==> src/sdtp_pkg.sv <==
// Shared types and constants for the signed decimal text placer.
// No dependencies; compiled before every other file of the block.
`timescale 1ns / 1ps

package sdtp_pkg;

	localparam int MAX_DIGITS_DEFAULT = 10;
	localparam int QUEUE_DEPTH        = 2;
	localparam int TOTAL_W            = 4;

	localparam logic [31:0] RECIP10    = 32'hCCCC_CCCD;
	localparam logic [6:0]  CHAR_ZERO  = 7'd48;
	localparam logic [6:0]  CHAR_MINUS = 7'd45;

	typedef enum logic [1:0] {
		FR_IDLE,
		FR_MUL,
		FR_DIV,
		FR_PUSH
	} front_state_t;

	typedef enum logic {
		BK_IDLE,
		BK_RUN
	} back_state_t;

	typedef struct packed {
		logic [7:0] column;
		logic [7:0] row;
		logic       neg;
	} job_head_t;

endpackage

==> src/sdtp_if.sv <==
// Channel interfaces for the number input and the character output.
// No dependencies.
`timescale 1ns / 1ps

interface sdtp_in_if;
	logic               valid;
	logic               ready;
	logic        [7:0]  cell_column;
	logic        [7:0]  cell_row;
	logic signed [31:0] value;

	modport source (output valid, cell_column, cell_row, value, input ready);
	modport sink   (input valid, cell_column, cell_row, value, output ready);
endinterface

interface sdtp_out_if;
	logic       valid;
	logic       ready;
	logic [6:0] char_code;
	logic [7:0] out_column;
	logic [7:0] out_row;
	logic       visible;
	logic [3:0] total_length;
	logic       last;

	modport source (output valid, char_code, out_column, out_row, visible, total_length, last,
		input ready);
	modport sink   (input valid, char_code, out_column, out_row, visible, total_length, last,
		output ready);
endinterface

==> src/sdtp_front.sv <==
// Front part: accepts a number and splits its magnitude into decimal digits.
// Depends on sdtp_pkg and sdtp_in_if; hands a packed job to the queue.
`timescale 1ns / 1ps

module sdtp_front import sdtp_pkg::*; #(
	parameter int MAX_DIGITS = MAX_DIGITS_DEFAULT
) (
	input  logic                clk,
	input  logic                arst_n,
	sdtp_in_if.sink             num,
	output logic                job_valid,
	input  logic                job_ready,
	output logic [8+8+1+$clog2(MAX_DIGITS+1)+4*MAX_DIGITS-1:0] job_data
);

	localparam int CW = $clog2(MAX_DIGITS + 1);
	localparam int IW = $clog2(MAX_DIGITS);

	front_state_t state_q, state_d;

	job_head_t         head_q;
	logic [31:0]       mag_q;
	logic [63:0]       prod_q;
	logic [CW-1:0]     cnt_q;
	logic [3:0]        digits_q [MAX_DIGITS];
	logic [31:0]       quo;
	logic [31:0]       rem;
	logic [4*MAX_DIGITS-1:0] digits_flat;

	assign quo = {3'b000, prod_q[63:35]};
	assign rem = mag_q - (quo << 3) - (quo << 1);

	always_ff @(posedge clk or negedge arst_n) begin
		if (!arst_n) begin
			state_q <= FR_IDLE;
		end else begin
			state_q <= state_d;
		end
	end

	always_comb begin
		state_d   = state_q;
		num.ready = 1'b0;
		job_valid = 1'b0;
		unique case (state_q)
			FR_IDLE: begin
				num.ready = 1'b1;
				if (num.valid) begin
					state_d = FR_MUL;
				end
			end
			FR_MUL: begin
				state_d = FR_DIV;
			end
			FR_DIV: begin
				if (quo == 32'd0 || cnt_q == CW'(MAX_DIGITS - 1)) begin
					state_d = FR_PUSH;
				end else begin
					state_d = FR_MUL;
				end
			end
			FR_PUSH: begin
				job_valid = 1'b1;
				if (job_ready) begin
					state_d = FR_IDLE;
				end
			end
			default: state_d = FR_IDLE;
		endcase
	end

	always_ff @(posedge clk) begin
		unique case (state_q)
			FR_IDLE: begin
				if (num.valid) begin
					head_q.column <= num.cell_column;
					head_q.row    <= num.cell_row;
					head_q.neg    <= num.value[31];
					mag_q         <= num.value[31] ? 32'(~num.value + 32'sd1) : num.value;
					cnt_q         <= '0;
				end
			end
			FR_MUL: begin
				prod_q <= {32'd0, mag_q} * {32'd0, RECIP10};
			end
			FR_DIV: begin
				digits_q[cnt_q[IW-1:0]] <= rem[3:0];
				cnt_q                   <= cnt_q + CW'(1);
				mag_q                   <= quo;
			end
			FR_PUSH: ;
			default: ;
		endcase
	end

	always_comb begin
		for (int i = 0; i < MAX_DIGITS; i++) begin
			digits_flat[4*i +: 4] = digits_q[i];
		end
	end

	assign job_data = {head_q, cnt_q, digits_flat};

	a_push_has_digits: assert property (@(posedge clk) disable iff (!arst_n)
		state_q == FR_PUSH |-> cnt_q != '0)
		else $error("job handed off without digits");

	a_zero_quotient_ends: assert property (@(posedge clk) disable iff (!arst_n)
		state_q == FR_DIV && quo == 32'd0 |=> state_q == FR_PUSH)
		else $error("conversion kept going after quotient reached zero");

endmodule

==> src/sdtp_queue.sv <==
// Short job queue between the converter and the character emitter.
// Depends on sdtp_pkg for the default depth.
`timescale 1ns / 1ps

module sdtp_queue import sdtp_pkg::*; #(
	parameter int WIDTH = 8,
	parameter int DEPTH = QUEUE_DEPTH
) (
	input  logic             clk,
	input  logic             arst_n,
	input  logic             push_valid,
	output logic             push_ready,
	input  logic [WIDTH-1:0] push_data,
	output logic             pop_valid,
	input  logic             pop_ready,
	output logic [WIDTH-1:0] pop_data
);

	localparam int PW = (DEPTH > 1) ? $clog2(DEPTH) : 1;
	localparam int NW = $clog2(DEPTH + 1);

	logic [WIDTH-1:0] slot_q [DEPTH];
	logic [PW-1:0]    wr_ptr_q, rd_ptr_q;
	logic [NW-1:0]    fill_q;
	logic             push, pop;

	assign push_ready = fill_q != NW'(DEPTH);
	assign pop_valid  = fill_q != '0;
	assign push       = push_valid && push_ready;
	assign pop        = pop_valid && pop_ready;
	assign pop_data   = slot_q[rd_ptr_q];

	always_ff @(posedge clk or negedge arst_n) begin
		if (!arst_n) begin
			wr_ptr_q <= '0;
			rd_ptr_q <= '0;
			fill_q   <= '0;
		end else begin
			if (push) begin
				wr_ptr_q <= (wr_ptr_q == PW'(DEPTH - 1)) ? '0 : wr_ptr_q + PW'(1);
			end
			if (pop) begin
				rd_ptr_q <= (rd_ptr_q == PW'(DEPTH - 1)) ? '0 : rd_ptr_q + PW'(1);
			end
			if (push && !pop) begin
				fill_q <= fill_q + NW'(1);
			end else if (pop && !push) begin
				fill_q <= fill_q - NW'(1);
			end
		end
	end

	always_ff @(posedge clk) begin
		if (push) begin
			slot_q[wr_ptr_q] <= push_data;
		end
	end

	a_fill_bound: assert property (@(posedge clk) disable iff (!arst_n)
		fill_q <= NW'(DEPTH))
		else $error("queue fill count out of range");

endmodule

==> src/sdtp_back.sv <==
// Back part: walks a job and emits one placed character per transfer.
// Depends on sdtp_pkg and sdtp_out_if; takes jobs from the queue.
`timescale 1ns / 1ps

module sdtp_back import sdtp_pkg::*; #(
	parameter int MAX_DIGITS = MAX_DIGITS_DEFAULT
) (
	input  logic                clk,
	input  logic                arst_n,
	input  logic                job_valid,
	output logic                job_ready,
	input  logic [8+8+1+$clog2(MAX_DIGITS+1)+4*MAX_DIGITS-1:0] job_data,
	sdtp_out_if.source          chars
);

	localparam int CW = $clog2(MAX_DIGITS + 1);
	localparam int IW = $clog2(MAX_DIGITS);
	localparam int DW = 4 * MAX_DIGITS;

	back_state_t state_q, state_d;

	job_head_t        job_head;
	logic [CW-1:0]    job_cnt;
	logic [DW-1:0]    job_digits;

	logic [DW-1:0]    digits_q;
	logic [IW-1:0]    idx_q;
	logic             minus_q;
	logic [7:0]       col_q;
	logic [7:0]       row_q;
	logic [TOTAL_W-1:0] total_q;

	logic             out_valid_q;
	logic [6:0]       char_q;
	logic [7:0]       out_col_q;
	logic [7:0]       out_row_q;
	logic [TOTAL_W-1:0] out_total_q;
	logic             visible_q;
	logic             last_q;

	logic             advance;
	logic             final_char;

	assign {job_head, job_cnt, job_digits} = job_data;

	assign advance    = state_q == BK_RUN && (!out_valid_q || chars.ready);
	assign final_char = !minus_q && idx_q == '0;

	always_ff @(posedge clk or negedge arst_n) begin
		if (!arst_n) begin
			state_q     <= BK_IDLE;
			out_valid_q <= 1'b0;
		end else begin
			state_q <= state_d;
			if (advance) begin
				out_valid_q <= 1'b1;
			end else if (chars.ready) begin
				out_valid_q <= 1'b0;
			end
		end
	end

	always_comb begin
		state_d   = state_q;
		job_ready = 1'b0;
		unique case (state_q)
			BK_IDLE: begin
				job_ready = 1'b1;
				if (job_valid) begin
					state_d = BK_RUN;
				end
			end
			BK_RUN: begin
				if (advance && final_char) begin
					state_d = BK_IDLE;
				end
			end
			default: state_d = BK_IDLE;
		endcase
	end

	always_ff @(posedge clk) begin
		if (state_q == BK_IDLE && job_valid) begin
			digits_q <= job_digits;
			idx_q    <= IW'(job_cnt - CW'(1));
			minus_q  <= job_head.neg;
			col_q    <= job_head.column;
			row_q    <= job_head.row;
			total_q  <= TOTAL_W'(job_cnt) + TOTAL_W'(job_head.neg);
		end else if (advance) begin
			out_col_q   <= col_q;
			out_row_q   <= row_q;
			out_total_q <= total_q;
			visible_q   <= col_q[7:4] == 4'd0 && row_q[7:3] == 5'd0;
			col_q       <= col_q + 8'd1;
			last_q      <= final_char;
			if (minus_q) begin
				char_q  <= CHAR_MINUS;
				minus_q <= 1'b0;
			end else begin
				char_q <= CHAR_ZERO + {3'b000, digits_q[4*idx_q +: 4]};
				if (idx_q != '0) begin
					idx_q <= idx_q - IW'(1);
				end
			end
		end
	end

	assign chars.valid        = out_valid_q;
	assign chars.char_code    = char_q;
	assign chars.out_column   = out_col_q;
	assign chars.out_row      = out_row_q;
	assign chars.visible      = visible_q;
	assign chars.total_length = out_total_q;
	assign chars.last         = last_q;

	a_minus_not_last: assert property (@(posedge clk) disable iff (!arst_n)
		out_valid_q && char_q == CHAR_MINUS |-> !last_q && out_total_q >= TOTAL_W'(2))
		else $error("minus sign marked as final character");

	a_run_continues: assert property (@(posedge clk) disable iff (!arst_n)
		out_valid_q && chars.ready && !last_q |-> state_q == BK_RUN)
		else $error("emitter left a run before its final character");

endmodule

==> src/signed_decimal_text_placer_unit.sv <==
// Converts a signed 32-bit number into placed decimal ASCII characters, one per
// output transfer, most significant first, with a leading minus for negative
// values. The front converter takes a reciprocal multiply step and a remainder
// step per decimal digit, plus an accept state and a handoff state; the back
// emitter sends one character per cycle within a number while the receiver is
// ready, 1 to 11 characters per number. A two-entry job queue lets the converter
// work on the next number while characters of the previous one go out.
// Depends on sdtp_pkg, sdtp_if, sdtp_front, sdtp_queue and sdtp_back.
`timescale 1ns / 1ps

module signed_decimal_text_placer_unit import sdtp_pkg::*; #(
	parameter int MAX_DIGITS = MAX_DIGITS_DEFAULT
) (
	input  logic       clk,
	input  logic       arst_n,
	sdtp_in_if.sink    num,
	sdtp_out_if.source chars
);

	localparam int CW    = $clog2(MAX_DIGITS + 1);
	localparam int JOB_W = 8 + 8 + 1 + CW + 4 * MAX_DIGITS;

	logic             fq_valid, fq_ready;
	logic [JOB_W-1:0] fq_data;
	logic             qb_valid, qb_ready;
	logic [JOB_W-1:0] qb_data;

	sdtp_front #(
		.MAX_DIGITS (MAX_DIGITS)
	) u_front (
		.clk       (clk),
		.arst_n    (arst_n),
		.num       (num),
		.job_valid (fq_valid),
		.job_ready (fq_ready),
		.job_data  (fq_data)
	);

	sdtp_queue #(
		.WIDTH (JOB_W),
		.DEPTH (QUEUE_DEPTH)
	) u_queue (
		.clk        (clk),
		.arst_n     (arst_n),
		.push_valid (fq_valid),
		.push_ready (fq_ready),
		.push_data  (fq_data),
		.pop_valid  (qb_valid),
		.pop_ready  (qb_ready),
		.pop_data   (qb_data)
	);

	sdtp_back #(
		.MAX_DIGITS (MAX_DIGITS)
	) u_back (
		.clk       (clk),
		.arst_n    (arst_n),
		.job_valid (qb_valid),
		.job_ready (qb_ready),
		.job_data  (qb_data),
		.chars     (chars)
	);

endmodule

==> src/flat_wrapper.sv <==
// flat-port wrapper written by rule: the top's interface ports become plain ports
module signed_decimal_text_placer_unit_flat import sdtp_pkg::*;
#(
	parameter int MAX_DIGITS = MAX_DIGITS_DEFAULT
)
  (clk, arst_n, num_valid, num_cell_column, num_cell_row, num_value, num_ready, chars_valid, chars_char_code, chars_out_column, chars_out_row, chars_visible, chars_total_length, chars_last, chars_ready);
  sdtp_in_if num_i ();
  sdtp_out_if chars_i ();
  input  logic clk;
  input  logic arst_n;
  input wire logic [$bits(num_i.valid)-1:0] num_valid;
  input wire logic [$bits(num_i.cell_column)-1:0] num_cell_column;
  input wire logic [$bits(num_i.cell_row)-1:0] num_cell_row;
  input wire logic [$bits(num_i.value)-1:0] num_value;
  output wire logic [$bits(num_i.ready)-1:0] num_ready;
  output wire logic [$bits(chars_i.valid)-1:0] chars_valid;
  output wire logic [$bits(chars_i.char_code)-1:0] chars_char_code;
  output wire logic [$bits(chars_i.out_column)-1:0] chars_out_column;
  output wire logic [$bits(chars_i.out_row)-1:0] chars_out_row;
  output wire logic [$bits(chars_i.visible)-1:0] chars_visible;
  output wire logic [$bits(chars_i.total_length)-1:0] chars_total_length;
  output wire logic [$bits(chars_i.last)-1:0] chars_last;
  input wire logic [$bits(chars_i.ready)-1:0] chars_ready;
  assign num_i.valid = num_valid;
  assign num_i.cell_column = num_cell_column;
  assign num_i.cell_row = num_cell_row;
  assign num_i.value = num_value;
  assign num_ready = num_i.ready;
  assign chars_valid = chars_i.valid;
  assign chars_char_code = chars_i.char_code;
  assign chars_out_column = chars_i.out_column;
  assign chars_out_row = chars_i.out_row;
  assign chars_visible = chars_i.visible;
  assign chars_total_length = chars_i.total_length;
  assign chars_last = chars_i.last;
  assign chars_i.ready = chars_ready;
  signed_decimal_text_placer_unit #(.MAX_DIGITS(MAX_DIGITS)) u_core (.clk(clk), .arst_n(arst_n), .num(num_i), .chars(chars_i));
endmodule
==> config.mk <==
export PLATFORM = sky130hd
export DESIGN_NAME = signed_decimal_text_placer_unit_flat
export DESIGN_NICKNAME = d
export VERILOG_FILES = /design/src/sdtp_pkg.sv /design/src/sdtp_if.sv /design/src/sdtp_front.sv /design/src/sdtp_queue.sv /design/src/sdtp_back.sv /design/src/signed_decimal_text_placer_unit.sv /design/src/flat_wrapper.sv
export SDC_FILE = /design/constraint.sdc
export NUM_CORES = 2
export LEC_CHECK = 0
export BUFFER_PORTS_ARGS = -buffer_cell sky130_fd_sc_hd__buf_2
export CAP_MARGIN = 20
export CORE_ASPECT_RATIO = 0.5
export CORE_MARGIN = 8
export CORE_UTILIZATION = 55
export CTS_BUF_LIST = sky130_fd_sc_hd__clkbuf_2 sky130_fd_sc_hd__clkbuf_4 sky130_fd_sc_hd__clkbuf_8
export DETAILED_ROUTE_END_ITERATION = 10
export GPL_ROUTABILITY_DRIVEN = 0
export PLACE_DENSITY = 0.73
export SLEW_MARGIN = 20
export SYNTH_ARGS = -nofsm -noshare
export SYNTH_HDL_FRONTEND = slang
export SYNTH_HIERARCHICAL = 1
export SYNTH_SLANG_ARGS = --single-unit
==> constraint.sdc <==
create_clock -name clk -period 9.5 [get_ports clk]
set_input_delay 1.9 -clock clk [delete_from_list [all_inputs] [get_ports clk]]
set_output_delay 1.9 -clock clk [all_outputs]
set_load 0.05 [all_outputs]
Yosys cells after proc, flatten, opt, wreduce, memory -nomap -nowiden
Memories as Yosys holds them, arrays and structs flattened. Index checks and enable logic that the tools add are counted.

Memories kept: 2. Output and inout port bits: 31. Register bits after elaboration: 219. Bits in writable memories: 162.

Memory list: u_core.u_queue.slot_q (words 2, width 61, rd ports 1, clocked after memory_dff 0, wr ports 1, line sdtp_queue.sv:22) `logic [WIDTH-1:0] slot_q [DEPTH];`; u_core.u_front.digits_q (words 10, width 4, rd ports 10, clocked after memory_dff 0, wr ports 1, line sdtp_front.sv:25) `logic [3:0] digits_q [MAX_DIGITS];`.

Multipliers: 1. Shift operators: 1. Equal/unequal tests: 8. Bitwise operators: 3. Add/sub/neg operators: 13. Mux-type cells: 33. Reductions and logical operators: 32.

Operators with widths (number): $mul A32 B32 Y64 const B (1); $mux W32 (2); $pmux W32 S2 (1); $shiftx A40 B7 Y4 (1); $add A32 B2 Y32 const B (1); $logic_not A32 Y1 (1); $not A32 Y32 (1); $mux W4 (5); $mux W8 (2); $mux W1 (15); $reduce_bool A2 Y1 (6); $mux W2 (5); $logic_and A1 B1 Y1 (9); $add A8 B1 Y8 const B (1); $logic_not A4 Y1 (2); $pmux W2 S4 (1); $pmux W4 S2 (1); $reduce_and A2 Y1 (4); $sub A4 B1 Y4 const B (2); $sub A4 B4 Y4 (2); $add A6 B4 Y7 const A (1); $ne A2 B2 Y1 const B (3); $logic_not A5 Y1 (1); $add A4 B1 Y4 (1); other kinds (15) (22).

Logic depth before layout (Yosys ltp)
Depth after elaboration: 7. Mapped depth: 26. Gate-level depth less buffers: 26.

Hierarchy
Netlist, hierarchy kept.

By module, submodules not included: sdtp_front (cells an instance 2048, times used 1, area an instance 21847.2 µm²); sdtp_queue (cells an instance 208, times used 1, area an instance 4897.2 µm²); sdtp_back (cells an instance 203, times used 1, area an instance 3656.0 µm²).

Least setup slack after synthesis
OpenSTA, ideal clock, no wires.

Path kind: register to register. Start point: reg u_core.u_front.mag_q[18]. End point: reg u_core.u_front.prod_q[58], data pin. Stages on the path, launching flop included: 26. Data required time: 9236 ps. Path buffers: 0. Slack: 2509 ps. Arrival time: 6726 ps. Path through: edfxtp_1 ha_1 inv_1 fa_1 inv_1 fa_1 inv_1 fa_1 inv_1 fa_1 fa_1 fa_1 inv_1 fa_1 inv_1 ha_1 nand4_1 nor4_2 and3_1 a21boi_1 a41oi_1 a2111oi_2 nor2_1 o21a_1 o21bai_1 xor2_1.

Cells in the longest elaborated chain, start to end: 1.

Ends and longest elaborated chain: from (decl) (line sdtp_front.sv:22) `logic [31:0] mag_q;`; from (signal assigned) (line sdtp_front.sv:79) `mag_q <= num.value[31] ? 32'(~num.value + 32'sd1) : num.value;`; from (signal assigned) (line sdtp_front.sv:89) `mag_q <= quo;`; $mul A32 B32 Y64 (line sdtp_front.sv:84) `prod_q <= {32'd0, mag_q} * {32'd0, RECIP10};`; to (signal assigned) (line sdtp_front.sv:84); to (decl) (line sdtp_front.sv:23) `logic [63:0] prod_q;`.

No other way between the ends. A chain may end at the register's enable or synchronous reset.

Final worst setup path
Start point: reg u_core.u_front.mag_q[13]. End point: reg u_core.u_front.prod_q[55], data pin.

The elaborated chain is that of the path after synthesis.

==> run_results.csv <==
group,metric,value,unit
grt,met1_usage,0.3123,
final_layout,final_common_cell,"inv_1",
clocking,cts_resized,0,
clocking,cts_tree,"built",
clocking,cts_num_sinks,344,
timing,period_minus_slack,8.300,ns
timing,finalSetupViolCount,0,
final_layout,antenna_cells,0,
timing,fin_crit_sh,0.8737,
route,wirelength,74130,um
final_layout,nets,3356,
setup_path,cp_slowest_cell,"edfxtp_1",
timing,rsz0062_at_grt,"no",
setup_path,crit_path_max_fanout,7,
setup_path,cp_num_buf_inv,4,
grt,grtUsageMet3,0.04824,
setup_path,rr_worst_depth,23,
grt,antenna_found_initial,0,
clocking,cts-hold-fix-buffers,0,
route,drc_errors,0,
synth,synth_nets,3258,
timing,finClkSkew,0.03582,ns
synth,ys_seq_area_frac,0.3385,
die,core,0.05511,sq mm
grt,grt-busiest-layer,"met2",
route,ant_nets,0,
timing,max_freq,0.1205,GHz
grt,use_met2,0.3768,
grt,grt_pass1_wl,115000,um
clocking,numCtsBuffers,50,
timing,setup-tns-final,0,ns
grt,grt_max_degree,62,
setup_path,crit_top_cell,"fa_1",
clocking,h-tree-depth,2,
placement,place.port_buffers,80,
synth,synth_top_cell_by_area,"edfxtp_1",
setup_path,critPathCaptureType,"register",
synth,ys_top_cells_by_area,"edfxtp_1, fa_1, ha_1, inv_1, mux2_4",
setup_path,worstSetupStartpointType,"register",
die,die_w,348.5,um
clocking,clockBufferDepth,3,
synth,ys_warn_count,6,
synth,ys_types,72,
synth,yosysTopAreaCellShare,0.3319,
clocking,clkSlewWorstSetupHoldPaths,0.06,ns
timing,relSlewSlack,0.2937,
setup_path,arrival,8.67,ns
synth,ys_ff_latch,344,
job,max_cap_violations,0,
placement,dp_hpwl,61550,um
setup_path,worstPathRequired,9.87,ns
clocking,post_cts_buffers,0,
setup_path,critPathKind,"register to register",
clocking,cts-root-buf,"clkbuf_8",
setup_path,cpLargestDelayFamily,"adder cells",
die,die_h,182.2,um
synth,postSynthAreaPerCell,12.36,sq um
status,status,"completed",
synth,synthCells,2459,
final_layout,fillers,4357,
clocking,clk_latency,0.62,ns
route,drtIter0Drc,1625,
grt,grt.overflow.total,0,
setup_path,slowest_delay,0.58,ns
hold_path,hold_depth,0,
synth,ys.flop_type,"edfxtp_1",
grt,grt_pass1_vias,20040,
final_layout,mostFrequentLayoutCells,"inv_1, fa_1, ha_1",
timing,worst_pin_slew,1.052,ns
die,die-area,0.06351,sq mm
hold_path,min-delay-start,"u_core/u_back/total_q[1]$_DFFE_PP_",
route,via_count,18794,
route,viasPerCell,5.605,
timing,hold_violations,0,
route,drt_first_pass_iters,6,
die,row_count,61,
final_layout,syn2layout_area_growth,7.211,%
setup_path,path_cells,"ha_1, inv_1, fa_1, inv_1, fa_1, inv_1, fa_1, inv_1, fa_1, fa_1, fa_1, fa_1, ha_1, a21oi_1, o21ai_0, a211o_1, a211oi_1, o41a_1, o21ai_0, a21oi_1, nand2_1, a31oi_1, xnor2_1",
synth,synth_area,0.03040,sq mm
timing,finalMaxSlewViolations,0,
synth,synth_edf_count,336,
final_layout,drive_gt1_frac,0.1013,
synth,async_flop_share,0.02326,
hold_path,min_to,"u_core/u_back/chars.total_length[1]$_DFFE_PP_",
die,top_level_ports,83,
die,start_util,0.5517,
route,routedWlPerCell,22.11,um
setup_path,timing.rr.end,"u_core/u_front/prod_q[55]$_DFFE_PN_",
grt,grt_util_all_layers,0.2352,
setup_path,r2r_setup_slack,1.20,ns
hold_path,holdCritPathClass,"register to register",
setup_path,r2r_start,"u_core/u_front/mag_q[13]$_DFFE_PP_",
-- cell families after synthesis --
group,after synthesis,share of synthesized area
fa+ha+maj,747,0.4028
buf+inv,600,0.07898
mux,81,0.03935
xor+xnor,123,0.03544
other cells,2,0.0002470
compound gates,269,0.05573
flops,344,0.3385
simple gates,293,0.04902
-- synthesized netlist by cell type, drive strengths merged (2+ instances only) --
master  count
nor3b       4
nand4      17
ha        361
a21oi      81
a41oi       3
a211oi      6
and3       12
a31o        2
o211ai      4
o31ai      11
a21o       40
o21ai      72
o221ai      2
or3         6
o21a        4
nor2       38
nor2b       8
a221o       4
clkbuf     29
edfxtp    336
nor4       15
o21bai     12
or4         7
mux2       65
a31oi      11
or2         4
and2       24
mux2i      10
buf        16
nor3       15
dfrtp       8
conb        2
nand3      26
xnor2      50
o41ai       3
mux4        6
nand3b      3
fa        386
nand2     103
nand2b      9
xor2       73
inv       555
-- state kept, by name, indices dropped and copies added, names as in the netlist --
signal                            count
u_core/u_back/chars.char_code         5
u_core/u_back/chars.last              1
u_core/u_back/chars.out_column        8
u_core/u_back/chars.out_row           8
u_core/u_back/chars.total_length      4
u_core/u_back/chars.valid             1
u_core/u_back/chars.visible           1
u_core/u_back/col_q                   8
u_core/u_back/digits_q               40
u_core/u_back/idx_q                   4
u_core/u_back/minus_q                 1
u_core/u_back/row_q                   8
u_core/u_back/state_q                 1
u_core/u_back/total_q                 4
u_core/u_front/cnt_q                  4
u_core/u_front/digits_q              40
u_core/u_front/job_data              17
u_core/u_front/mag_q                 32
u_core/u_front/prod_q                29
u_core/u_front/state_q                2
u_core/u_queue/fill_q                 2
u_core/u_queue/rd_ptr_q               1
u_core/u_queue/slot_q               122
u_core/u_queue/wr_ptr_q               1
-- routing by layer --
metal  share of wire  routed length, um
met1            0.41              30260
met2            0.46              34140
met3           0.082               6061
met4           0.050               3676
met5               0                  0
-- layout make-up --
type	count	area, sq um	area share
Inverter	555	2083	0.06392
Clock buffer	70	863.3	0.02649
Multi-Input combinational cell	1515	17740	0.5442
Clock inverter	22	150.1	0.004607
Timing Repair Buffer	91	520.5	0.01597
Tap cell	756	945.9	0.02902
Sequential cell	344	10290	0.3158
-- stage by stage --
| step | worst slack, ns | hold WS [ns] | area (sq um) | utilization | cells |
|---|---|---|---|---|---|
| CTS | 1.325 | 0.4190 | 32570 | 0.5911 | 3352 |
| detailed placement | 1.349 | 0.4045 | 31560 | 0.5727 | 3260 |
| finish | 1.200 | 0.4185 | 32590 | 0.5915 | 3353 |
| floorplan | 2.509 | 0.4003 | 30400 | - | 2459 |
| global placement | 1.497 | 0.4018 | 31510 | 0.5718 | 3258 |
| global route | 0.8264 | 0.4259 | 32590 | 0.5915 | 3353 |
-- worst max-delay path by stage --
stage	slack, ns	depth (start not counted)	to	from
2_1_floorplan	2.51	25	u_core/u_front/prod_q[58]$_DFFE_PN_	u_core/u_front/mag_q[18]$_DFFE_PP_
5_1_grt	0.83	23	u_core/u_front/prod_q[58]$_DFFE_PN_	u_core/u_front/mag_q[13]$_DFFE_PP_
6_report	1.20	23	u_core/u_front/prod_q[55]$_DFFE_PN_	u_core/u_front/mag_q[13]$_DFFE_PP_
3_3_place_gp	1.50	23	u_core/u_front/prod_q[56]$_DFFE_PN_	u_core/u_front/mag_q[12]$_DFFE_PP_
3_5_place_dp	1.35	23	u_core/u_front/prod_q[58]$_DFFE_PN_	u_core/u_front/mag_q[13]$_DFFE_PP_
4_1_cts	1.32	23	u_core/u_front/prod_q[58]$_DFFE_PN_	u_core/u_front/mag_q[13]$_DFFE_PP_
Power is left out: the tool's default activity adds up to more than one toggle a clock period on the data nets, which glitch-free logic cannot reach.
